`src/rtl/pmdq_pkg.sv`:
```
// pmdq_pkg: shared constants for the priority message deque.
// Operation and status codes, default sizes. No dependencies.
package pmdq_pkg;

  localparam int DEPTH_DEF         = 16;
  localparam int PAYLOAD_BITS_DEF  = 16;
  localparam int PRIORITY_BITS_DEF = 8;

  localparam int OP_BITS     = 3;
  localparam int STATUS_BITS = 2;

  localparam logic [OP_BITS-1:0] OP_PUSH_FRONT = 3'd0;
  localparam logic [OP_BITS-1:0] OP_PUSH_BACK  = 3'd1;
  localparam logic [OP_BITS-1:0] OP_POP_FRONT  = 3'd2;
  localparam logic [OP_BITS-1:0] OP_POP_BACK   = 3'd3;
  localparam logic [OP_BITS-1:0] OP_TAKE_EQ    = 3'd4;
  localparam logic [OP_BITS-1:0] OP_TAKE_GE    = 3'd5;

  localparam logic [STATUS_BITS-1:0] ST_OK      = 2'd0;
  localparam logic [STATUS_BITS-1:0] ST_EMPTY   = 2'd1;
  localparam logic [STATUS_BITS-1:0] ST_FULL    = 2'd2;
  localparam logic [STATUS_BITS-1:0] ST_NOMATCH = 2'd3;

endpackage

```
`src/rtl/pmdq_ram.sv`:
```
// pmdq_ram: generic single-write, single-read RAM with registered read data.
// No dependencies.
module pmdq_ram #(
  parameter int WIDTH = 24,
  parameter int DEPTH = 16
) (
  input  logic                             clk,
  input  logic                             we,
  input  logic [$clog2(DEPTH)-1:0]         waddr,
  input  logic [WIDTH-1:0]                 wdata,
  input  logic [$clog2(DEPTH)-1:0]         raddr,
  output logic [WIDTH-1:0]                 rdata
);

  logic [WIDTH-1:0] mem [DEPTH];

  always_ff @(posedge clk) begin
    if (we) begin
      mem[waddr] <= wdata;
    end
    rdata <= mem[raddr];
  end

endmodule

```
`src/rtl/priority_message_deque_core.sv`:
```
// priority_message_deque_core: bounded ordered deque with priority extract.
// Uses pmdq_pkg (codes, defaults) and pmdq_ram (entry storage).
//
// Channel   Direction  Handshake            Beat
// --------  ---------  -------------------  -------------------------------------
// command   in         start & !busy        operation, priority_req, payload
// result    out        done (one cycle)     status, taken_payload, taken_priority,
//                                           count
//
// Steps from an accepted command to the result beat (done high):
//   push, unused codes, and any rejected command: decode, then the result.
//   pop front / pop back: decode issues one RAM read, then S_POP gives the result.
//   take: decode, then the scan compares one entry per cycle from the
//   front, then the gap is closed by moving one entry per cycle.
// The single RAM read port and the one priority comparator set this pace.
// Reset (rst, synchronous) empties the deque; RAM contents are not cleared.
// busy is high from the cycle after acceptance until the result beat shows;
// it is low in the result cycle, so the next command can go at its end.
// The receiver cannot stall: each result beat is shown once, for one cycle.
module priority_message_deque_core #(
  parameter int DEPTH         = pmdq_pkg::DEPTH_DEF,
  parameter int PAYLOAD_BITS  = pmdq_pkg::PAYLOAD_BITS_DEF,
  parameter int PRIORITY_BITS = pmdq_pkg::PRIORITY_BITS_DEF
) (
  input  logic                              clk,
  input  logic                              rst,
  input  logic                              start,
  output logic                              busy,
  input  logic [pmdq_pkg::OP_BITS-1:0]      operation,
  input  logic [PRIORITY_BITS-1:0]          priority_req,
  input  logic [PAYLOAD_BITS-1:0]           payload,
  output logic                              done,
  output logic [pmdq_pkg::STATUS_BITS-1:0]  status,
  output logic [PAYLOAD_BITS-1:0]           taken_payload,
  output logic [PRIORITY_BITS-1:0]          taken_priority,
  output logic [$clog2(DEPTH+1)-1:0]        count
);

  // Widths: AW ram address, CW count (holds DEPTH), SW room for head + pos.
  localparam int AW = $clog2(DEPTH);
  localparam int CW = $clog2(DEPTH + 1);
  localparam int SW = CW + 1;
  localparam int EW = PAYLOAD_BITS + PRIORITY_BITS;

  // Sequencer states.
  localparam logic [2:0] S_IDLE   = 3'd0;
  localparam logic [2:0] S_DECODE = 3'd1;
  localparam logic [2:0] S_POP    = 3'd2;
  localparam logic [2:0] S_CMP    = 3'd3;
  localparam logic [2:0] S_SHWR   = 3'd4;

  // Logical position -> physical RAM address on the circular buffer.
  function automatic logic [AW-1:0] phys(input logic [AW-1:0] base,
                                         input logic [CW-1:0] pos);
    logic [SW-1:0] s;
    s = SW'(base) + SW'(pos);
    if (s >= SW'(DEPTH)) begin
      s = s - SW'(DEPTH);
    end
    return s[AW-1:0];
  endfunction

  logic [2:0]                        state, state_next;
  logic [pmdq_pkg::OP_BITS-1:0]      op_r;
  logic [PRIORITY_BITS-1:0]          prio_r;
  logic [PAYLOAD_BITS-1:0]           pay_r;
  logic [AW-1:0]                     head, head_next;
  logic [CW-1:0]                     cnt, cnt_next;
  logic [AW-1:0]                     idx, idx_next;
  logic [PAYLOAD_BITS-1:0]           tk_pay, tk_pay_next;
  logic [PRIORITY_BITS-1:0]          tk_pri, tk_pri_next;

  // RAM side.
  logic                              we;
  logic [CW-1:0]                     wr_pos, rd_pos;
  logic [EW-1:0]                     wdata, rdata;
  logic [AW-1:0]                     waddr, raddr;

  // Finish request toward the result register.
  logic                              finish;
  logic [pmdq_pkg::STATUS_BITS-1:0]  fin_status;
  logic [PAYLOAD_BITS-1:0]           fin_pay;
  logic [PRIORITY_BITS-1:0]          fin_pri;

  // Shared comparator and index arithmetic.
  logic [PRIORITY_BITS-1:0]          rd_pri;
  logic [PAYLOAD_BITS-1:0]           rd_pay;
  logic                              hit;
  logic [SW-1:0]                     idx_p1, idx_p2, cnt_w;

  assign rd_pri = rdata[PRIORITY_BITS-1:0];
  assign rd_pay = rdata[EW-1:PRIORITY_BITS];
  assign hit    = (op_r == pmdq_pkg::OP_TAKE_EQ) ? (rd_pri == prio_r) : (rd_pri >= prio_r);
  assign idx_p1 = SW'(idx) + SW'(1);
  assign idx_p2 = SW'(idx) + SW'(2);
  assign cnt_w  = SW'(cnt);

  assign busy  = (state != S_IDLE);
  assign waddr = phys(head_next, wr_pos);
  assign raddr = phys(head, rd_pos);

  always_comb begin
    state_next  = state;
    head_next   = head;
    cnt_next    = cnt;
    idx_next    = idx;
    tk_pay_next = tk_pay;
    tk_pri_next = tk_pri;
    we          = 1'b0;
    wr_pos      = '0;
    wdata       = {pay_r, prio_r};
    rd_pos      = '0;
    finish      = 1'b0;
    fin_status  = pmdq_pkg::ST_OK;
    fin_pay     = '0;
    fin_pri     = '0;
    case (state)
      S_IDLE: begin
        if (start) begin
          state_next = S_DECODE;
        end
      end
      S_DECODE: begin
        case (op_r)
          pmdq_pkg::OP_PUSH_FRONT, pmdq_pkg::OP_PUSH_BACK: begin
            finish = 1'b1;
            if (cnt == CW'(DEPTH)) begin
              fin_status = pmdq_pkg::ST_FULL;
            end else begin
              we       = 1'b1;
              cnt_next = cnt + CW'(1);
              if (op_r == pmdq_pkg::OP_PUSH_FRONT) begin
                // new front sits one slot before the old head
                head_next = (head == '0) ? AW'(DEPTH - 1) : head - AW'(1);
              end else begin
                wr_pos = cnt;
              end
            end
          end
          pmdq_pkg::OP_POP_FRONT, pmdq_pkg::OP_POP_BACK: begin
            if (cnt == '0) begin
              finish     = 1'b1;
              fin_status = pmdq_pkg::ST_EMPTY;
            end else begin
              rd_pos     = (op_r == pmdq_pkg::OP_POP_FRONT) ? '0 : cnt - CW'(1);
              state_next = S_POP;
            end
          end
          pmdq_pkg::OP_TAKE_EQ, pmdq_pkg::OP_TAKE_GE: begin
            if (cnt == '0) begin
              finish     = 1'b1;
              fin_status = pmdq_pkg::ST_NOMATCH;
            end else begin
              idx_next   = '0;
              rd_pos     = '0;
              state_next = S_CMP;
            end
          end
          default: begin
            finish = 1'b1;
          end
        endcase
      end
      S_POP: begin
        finish   = 1'b1;
        fin_pay  = rd_pay;
        fin_pri  = rd_pri;
        cnt_next = cnt - CW'(1);
        if (op_r == pmdq_pkg::OP_POP_FRONT) begin
          head_next = (head == AW'(DEPTH - 1)) ? '0 : head + AW'(1);
        end
      end
      S_CMP: begin
        // rdata holds the entry at idx
        if (hit) begin
          tk_pay_next = rd_pay;
          tk_pri_next = rd_pri;
          if (idx_p1 < cnt_w) begin
            rd_pos     = idx_p1[CW-1:0];
            state_next = S_SHWR;
          end else begin
            finish   = 1'b1;
            fin_pay  = rd_pay;
            fin_pri  = rd_pri;
            cnt_next = cnt - CW'(1);
          end
        end else if (idx_p1 < cnt_w) begin
          idx_next = idx_p1[AW-1:0];
          rd_pos   = idx_p1[CW-1:0];
        end else begin
          finish     = 1'b1;
          fin_status = pmdq_pkg::ST_NOMATCH;
        end
      end
      S_SHWR: begin
        // rdata holds entry idx+1; move it down to idx
        we       = 1'b1;
        wr_pos   = CW'(idx);
        wdata    = rdata;
        idx_next = idx_p1[AW-1:0];
        if (idx_p2 < cnt_w) begin
          rd_pos = idx_p2[CW-1:0];
        end else begin
          finish   = 1'b1;
          fin_pay  = tk_pay;
          fin_pri  = tk_pri;
          cnt_next = cnt - CW'(1);
        end
      end
      default: begin
        state_next = S_IDLE;
      end
    endcase
    if (finish) begin
      state_next = S_IDLE;
    end
  end

  always_ff @(posedge clk) begin
    if (rst) begin
      state <= S_IDLE;
      head  <= '0;
      cnt   <= '0;
      done  <= 1'b0;
      count <= '0;
    end else begin
      state <= state_next;
      head  <= head_next;
      cnt   <= cnt_next;
      done  <= finish;
      if (finish) begin
        count <= cnt_next;
      end
    end
  end

  // Payload registers, no reset.
  always_ff @(posedge clk) begin
    if (start && !busy) begin
      op_r   <= operation;
      prio_r <= priority_req;
      pay_r  <= payload;
    end
    idx    <= idx_next;
    tk_pay <= tk_pay_next;
    tk_pri <= tk_pri_next;
    if (finish) begin
      status         <= fin_status;
      taken_payload  <= fin_pay;
      taken_priority <= fin_pri;
    end
  end

  pmdq_ram #(
    .WIDTH (EW),
    .DEPTH (DEPTH)
  ) u_ram (
    .clk   (clk),
    .we    (we),
    .waddr (waddr),
    .wdata (wdata),
    .raddr (raddr),
    .rdata (rdata)
  );

`ifndef NO_ASSERTIONS
  // Occupancy never exceeds capacity.
  a_cnt_range: assert property (@(posedge clk) disable iff (rst)
    cnt <= CW'(DEPTH))
    else $error("deque count above capacity");

  // A result beat only closes a busy period.
  a_done_after_busy: assert property (@(posedge clk) disable iff (rst)
    done |-> $past(busy))
    else $error("result without a command in flight");

  // Full is reported only with a full deque, empty only with an empty one.
  a_full_count: assert property (@(posedge clk) disable iff (rst)
    done && status == pmdq_pkg::ST_FULL |-> count == CW'(DEPTH))
    else $error("full status with room left");

  a_empty_count: assert property (@(posedge clk) disable iff (rst)
    done && status == pmdq_pkg::ST_EMPTY |-> count == '0)
    else $error("empty status with entries held");
`endif

endmodule

```
`config.mk`:
```
export PLATFORM = sky130hd
export DESIGN_NAME = priority_message_deque_core
export DESIGN_NICKNAME = d
export VERILOG_FILES = /design/src/rtl/pmdq_pkg.sv /design/src/rtl/pmdq_ram.sv /design/src/rtl/priority_message_deque_core.sv
export SDC_FILE = /design/constraint.sdc
export NUM_CORES = 1
export LEC_CHECK = 0
export BUFFER_PORTS_ARGS = -buffer_cell sky130_fd_sc_hd__buf_2
export CAP_MARGIN = 20
export CORE_MARGIN = 5
export CORE_UTILIZATION = 64
export CTS_BUF_LIST = sky130_fd_sc_hd__clkbuf_4 sky130_fd_sc_hd__clkbuf_8
export DETAILED_ROUTE_END_ITERATION = 8
export PLACE_DENSITY = 0.91
export RECOVER_POWER = 25
export SLEW_MARGIN = 40
export SYNTH_ARGS = -nofsm -noshare
export SYNTH_HDL_FRONTEND = slang
export SYNTH_SLANG_ARGS = --single-unit
```
`constraint.sdc`:
```
create_clock -name clk -period 6.1 [get_ports clk]
set_clock_uncertainty 0.2 [all_clocks]
set_input_delay 0.61 -clock clk [delete_from_list [all_inputs] [get_ports clk]]
set_output_delay 0.61 -clock clk [all_outputs]
set_load 0.02 [all_outputs]
```
[Word-level counts from Yosys, hierarchy flattened]
Memories as Yosys holds them, arrays and structs flattened. A register that Yosys moved wholly into a read port is not among the register bits.
Cells that the tools add are included.
Cells by class
  add/sub/neg operators: 10
  equal/unequal tests: 21
  reductions and logical operators: 17
  magnitude comparators: 5
  bitwise operators: 1
  multiplexer cells: 64
Operators by type and width (number)
  two-way mux 5 bit: 13
  two-way mux 16 bit: 3
  two-way mux 4 bit: 12
  case mux 16 bit (3 select lines): 1
  two-way mux 24 bit: 1
  two-way mux 8 bit: 3
  case mux 8 bit (3 select lines): 1
  case mux 5 bit (4 select lines): 1
  two-way mux 3 bit: 5
  case mux 5 bit (3 select lines): 1
  adder 4 x 5 -> 6 bit: 2
  == test 3 x 2 -> 1 bit (second input constant): 4
  greater-or-equal comparator 6 x 5 -> 1 bit (second input constant): 2
  != test 2 bit (second input constant): 6
  case mux 3 bit (4 select lines): 1
  case mux 4 bit (3 select lines): 1
  subtractor 4 x 1 -> 4 bit (second input constant): 3
  < comparator 5 bit: 2
  two-way mux 1 bit: 10
  case mux 5 bit (2 select lines): 1
  OR reduction 2 bit: 5
  == test 3 bit (second input constant): 3
  == test 8 bit: 1
  greater-or-equal comparator 8 bit: 1
  28 further kinds: 35
Word-level totals
  input port bits: 30
  memories kept: 1
  register bits after elaboration: 99
  RAM bits: 384
  word-level logic and storage cells: 133
Memory list
  u_ram.mem: depth 16, width 24, rd ports 1, clocked after memory_dff 1, wr ports 1, line pmdq_ram.sv:15  | logic [WIDTH-1:0] mem [DEPTH];

[Logic depth before layout (Yosys ltp)]
  depth in word-level cells: 9
  mapped depth: 18

[Hierarchy]
Synthesis repeated with hierarchy kept, for this count alone.
Unflattened totals
  cell total of the unflattened synthesis: 1144
  area total of the unflattened synthesis: 20329.5 sq um
By module, submodules not included
  pmdq_ram: sequential area each 12011.5 sq um, area an instance 14930.6 sq um, times used 1, cells each 636
  priority_message_deque_core: sequential area each 2792.7 sq um, area an instance 5398.9 sq um, times used 1, cells each 508

[Worst setup path after synthesis]
Ideal clock, no wire load.
  kind: flip-flop to flip-flop
  start point: register idx[2]
  end point: register u_ram.rdata[10], read port of u_ram.mem
  stages on the path, launching flop included: 18
  arrival: 4162 ps
  path slack: 1659 ps
  cell sequence: edfxtp_1 > ha_1 > xor2_1 > ha_1 > or2_2 > a211oi_1 > a21o_1 > buf_2 > a22oi_1 > o21ai_0 > ha_1 > a211oi_1 > o21ba_2 > nor2_1 > a2111o_1 > clkbuf_1 > a32o_1 > o211ai_1
Between the ends
  cells in the longest elaborated chain, start to end: 7
RTL lines
  from (decl): line priority_message_deque_core.sv:69  | logic [AW-1:0] idx, idx_next;
  from (signal assigned): line priority_message_deque_core.sv:244  | idx <= idx_next;
  adder 4 x 2 -> 5 bit / adder 4 x 1 -> 5 bit (equally long branches): line priority_message_deque_core.sv:95, priority_message_deque_core.sv:94
  < comparator 5 bit, on equally long branches: line priority_message_deque_core.sv:201, priority_message_deque_core.sv:178, priority_message_deque_core.sv:187
  two-way mux 5 bit, on equally long branches: line priority_message_deque_core.sv:201, priority_message_deque_core.sv:178, priority_message_deque_core.sv:187
  case mux 5 bit (3 select lines) *: line priority_message_deque_core.sv:117  | case (state)
  adder 4 x 5 -> 6 bit *: line priority_message_deque_core.sv:56  | s = SW'(base) + SW'(pos);
  greater-or-equal comparator 6 x 5 -> 1 bit / subtractor 4 x 1 -> 4 bit (equally long branches): line priority_message_deque_core.sv:57, priority_message_deque_core.sv:58
  two-way mux 4 bit *: line priority_message_deque_core.sv:57  | if (s >= SW'(DEPTH)) begin
  to (decl): line pmdq_ram.sv:12  | output logic [WIDTH-1:0] rdata
Every way passes the cells marked *; elsewhere a longest branch is shown, timed or not.
A chain may end at the register's enable or synchronous reset.

[Worst setup path after layout]
  start point: register idx[2]
  end point: register u_ram.rdata[22], read port of u_ram.mem
Same word-level chain as after synthesis.

==> insert_results.sql <==
INSERT INTO impl_metrics (metric_group, metric, value, unit) VALUES
('drt', 'drt-pass1-iter-count', '5', ''),
('clock_tree', 'clk_root_buffer_cell', 'clkbuf_8', ''),
('place', 'placement.io_buffers', '62', ''),
('sta', 'setup_ws', '0.250', 'ns'),
('power', 'power_density', '367', 'nW/um2'),
('die', 'die_area', '36100', 'um2'),
('global_routing', 'grt_overflow_total', '0', ''),
('global_routing', 'via_count_of_the_first_global_routing_pass', '13200', ''),
('clock_tree', 'clk_pin_slew', '0.06', 'ns'),
('drt', 'detail_route.vias_per_cell', '6.97', ''),
('sta', 'max-slew-margin-rel', '-31.6', '%'),
('drt', 'number_of_drc_markers_in_iteration_0', '1838', ''),
('power', 'p_clk_share', '32.9', '%'),
('run', 'drv_cap', '1', ''),
('power', 'leak_pwr', '7.79', 'nW'),
('sta', 'final_hold_viol_count', '0', ''),
('sta', 'layout_min_cycle_time', '5.85', 'ns'),
('layout', 'insertedDiodeCount', '0', ''),
('layout', 'layout_cells_sized_above_1', '22.7', '%'),
('synthesis', 'mappedNetlistArea', '20700', 'um2'),
('layout', 'synthToLayoutAreaGrowth', '13.5', '%'),
('power', 'p_comb_share', '16.3', '%'),
('sta', 'final_setup_viols', '0', ''),
('die', 'io-pin-count', '63', ''),
('sta', 'final_slew_violations', '34', ''),
('synthesis', 'post_synthesis_async_set_or_reset_flop_share', '0', '%'),
('global_routing', 'grt_max_degree', '57', ''),
('power', 'power.share.sequential', '50.8', '%'),
('run_status', 'result_of_the_run', 'finished, violations left', ''),
('layout', 'most_common_cell_after_layout_fill_and_taps_aside', 'edfxtp_1', ''),
('synthesis', 'syn_area_per_cell', '17.0', 'um2'),
('clock_tree', 'clock_sink_count', '507', ''),
('place', 'dp_worst_setup_slack', '0.375', 'ns'),
('clock_tree', 'ctsHtreeMaxLevel', '3', ''),
('layout', 'design.final.nets', '1429', ''),
('synthesis', 'synthesis.nets', '1285', ''),
('die', 'die_h', '190', 'um'),
('power', 'ir_worst_vdd', '0.214', 'mV'),
('worst_setup_path', 'slowest_delay', '0.54', 'ns'),
('die', 'core_region_area', '32300', 'um2'),
('synthesis', 'synth.distinct_cells', '68', ''),
('sta', 'rsz_0062_raised_after_global_routing', 'false', ''),
('power', 'p_int', '0.00618', 'W'),
('hold_path', 'hold_class', 'in2reg', ''),
('worst_setup_path', 'cp-end-kind', 'flip-flop', ''),
('run_status', 'failed_checks', 'capacitance limit, slew limit', ''),
('synthesis', 'synth_xor_area_share', '0.670', '%'),
('drt', 'drcViolationCount', '0', ''),
('global_routing', 'antenna_found_initial', '1', ''),
('place', 'dp.final_hpwl', '28.7', 'mm'),
('synthesis', 'synth_simple_gate_area_share', '6.93', '%'),
('die', 'floorplan.die.width', '190', 'um'),
('worst_setup_path', 'cpMaxStageDelayCell', 'or4_1', ''),
('worst_setup_path', 'cp_cell_sequence', 'ha_1, xor2_1, ha_1, or2_2, a211oi_1, a21o_1, a22oi_1, o21ai_0, ha_1, a211oi_1, nor2_1, nor2_1, a2111oi_4, buf_4, or4_1, o211ai_1', ''),
('clock_tree', 'cts_hold_buffers', '27', ''),
('worst_setup_path', 'critical_path_class', 'reg2reg', ''),
('global_routing', 'track_usage', '30.0', '%'),
('power', 'power_switching', '0.00244', 'W'),
('worst_setup_path', 'critical_path_required', '6.42', 'ns'),
('synthesis', 'synthFlopType', 'edfxtp_1', ''),
('drt', 'drt-total-wl', '54.0', 'mm'),
('power', 'switching_share', '28.3', '%'),
('worst_setup_path', 'cpMostUsedCell', 'ha_1', ''),
('worst_setup_path', 'timing.critical_path.arrival', '6.17', 'ns'),
('drt', 'ant_nets', '0', ''),
('synthesis', 'synth-compound-area-share', '6.54', '%'),
('layout', 'final_standard_cell_area_without_fillers', '23500', 'um2'),
('worst_setup_path', 'cp.buffers_inverters', '1', ''),
('place', 'dpl_cell_area', '21800', 'um2'),
('synthesis', 'largest_family_of_logic_cells_by_synthesized_area', 'multiplexers', ''),
('layout', 'filler_cells_inserted', '1689', '');
-- path summary, 6_finish.rpt --
kind                                       from  cells past startpoint              end  slack [ns]
worst max-delay path                     idx[2]                     16  u_ram.rdata[22]        0.25
worst max register to register           idx[2]                     16  u_ram.rdata[22]        0.25
worst min-delay path                      start                      3         state[0]        0.15
worst min register to register  u_ram.rdata[18]                      0       tk_pay[10]        0.29
-- flip-flops by register name, indices dropped and copies added, names as in the netlist, 3 cells and up --
signal          cells
taken_priority      8
head                4
tk_pay             16
prio_r              8
u_ram.mem         384
count               5
idx                 4
op_r                3
u_ram.rdata        24
taken_payload      16
state               3
tk_pri              8
cnt                 5
pay_r              16
-- cell families (layout without fill, tap and decap cells) --
| kind of cell | count (synthesis) | count (layout) |
|---|---|---|
| simple gates | 302 | 302 |
| compound gates | 175 | 175 |
| fa+ha+maj | 35 | 35 |
| xor+xnor | 15 | 15 |
| buf+inv | 89 | 298 |
| flops | 507 | 507 |
| mux | 97 | 97 |
-- metal layers --
metal	up-vias	wire length, um	share of wire, %	global-route usage (%)
met2	1252	26400	49	49.1
met1	6309	17300	32	37.5
met5	-	0	0	0
met4	0	3290	6.1	15.5
li1	5170	-	-	-
met3	304	7060	13	7.78
-- power by group through the flow --
stage | Combinational (W) | Sequential (W) | Clock, W
CTS | 0.00142 | 0.00435 | 0.00283
finish | 0.00141 | 0.00438 | 0.00284
global placement | 0.00130 | 0.00440 | 0
floorplan | 0.000848 | 0.00446 | 0
detailed placement | 0.00139 | 0.00442 | 0
global route | 0.00150 | 0.00439 | 0.00303
-- stage by stage --
step / hold WS (ns) / utilization (%) / power, W
finish: 0.154 / 72.9 / 0.00863
floorplan: 0.230 / - / 0.00531
detailed placement: 0.268 / 67.5 / 0.00580
CTS: 0.126 / 73.2 / 0.00860
global route: 0.174 / 72.9 / 0.00892
global placement: 0.257 / 67.4 / 0.00571
-- worst reg2reg max path, delay by kind of cell, from the launching register on --
family | cells | cell delay (ns)
DFF | 1 | 0.48
AOI/OAI and AO/OA | 7 | 1.95
buffers and inverters | 1 | 0.29
adders and majority gates | 3 | 0.94
xor gates and xnor gates | 1 | 0.42
and+or+nand+nor | 4 | 1.48
-- synthesized netlist by cell type, types with 11 or more instances --
cell type | number | area (um2)
nand2_1 | 175 | 657
edfxtp_1 | 465 | 14000
or4_1 | 24 | 180
buf_2 | 14 | 70.1
dfxtp_1 | 42 | 841
inv_1 | 22 | 82.6
ha_1 | 33 | 413
a21oi_1 | 26 | 130
nand3_1 | 11 | 55.1
a32o_1 | 24 | 240
o211ai_1 | 26 | 195
a22o_1 | 28 | 245
nor2_1 | 41 | 154
clkbuf_1 | 50 | 188
o21ai_0 | 19 | 95.1
mux4_2 | 96 | 2160
-- area by class of cell --
cell class / count / area, um2 / share of cell area (%)
Clock buffer: 120 / 1430 / 6.09
Clock inverter: 24 / 140 / 0.596
Inverter: 22 / 82.6 / 0.351
Multi-Input combinational cell: 624 / 5650 / 24.0
Sequential cell: 507 / 14800 / 62.9
Tap cell: 442 / 553 / 2.35
Timing Repair Buffer: 132 / 862 / 3.66
(Power assumes the default switching activity.)
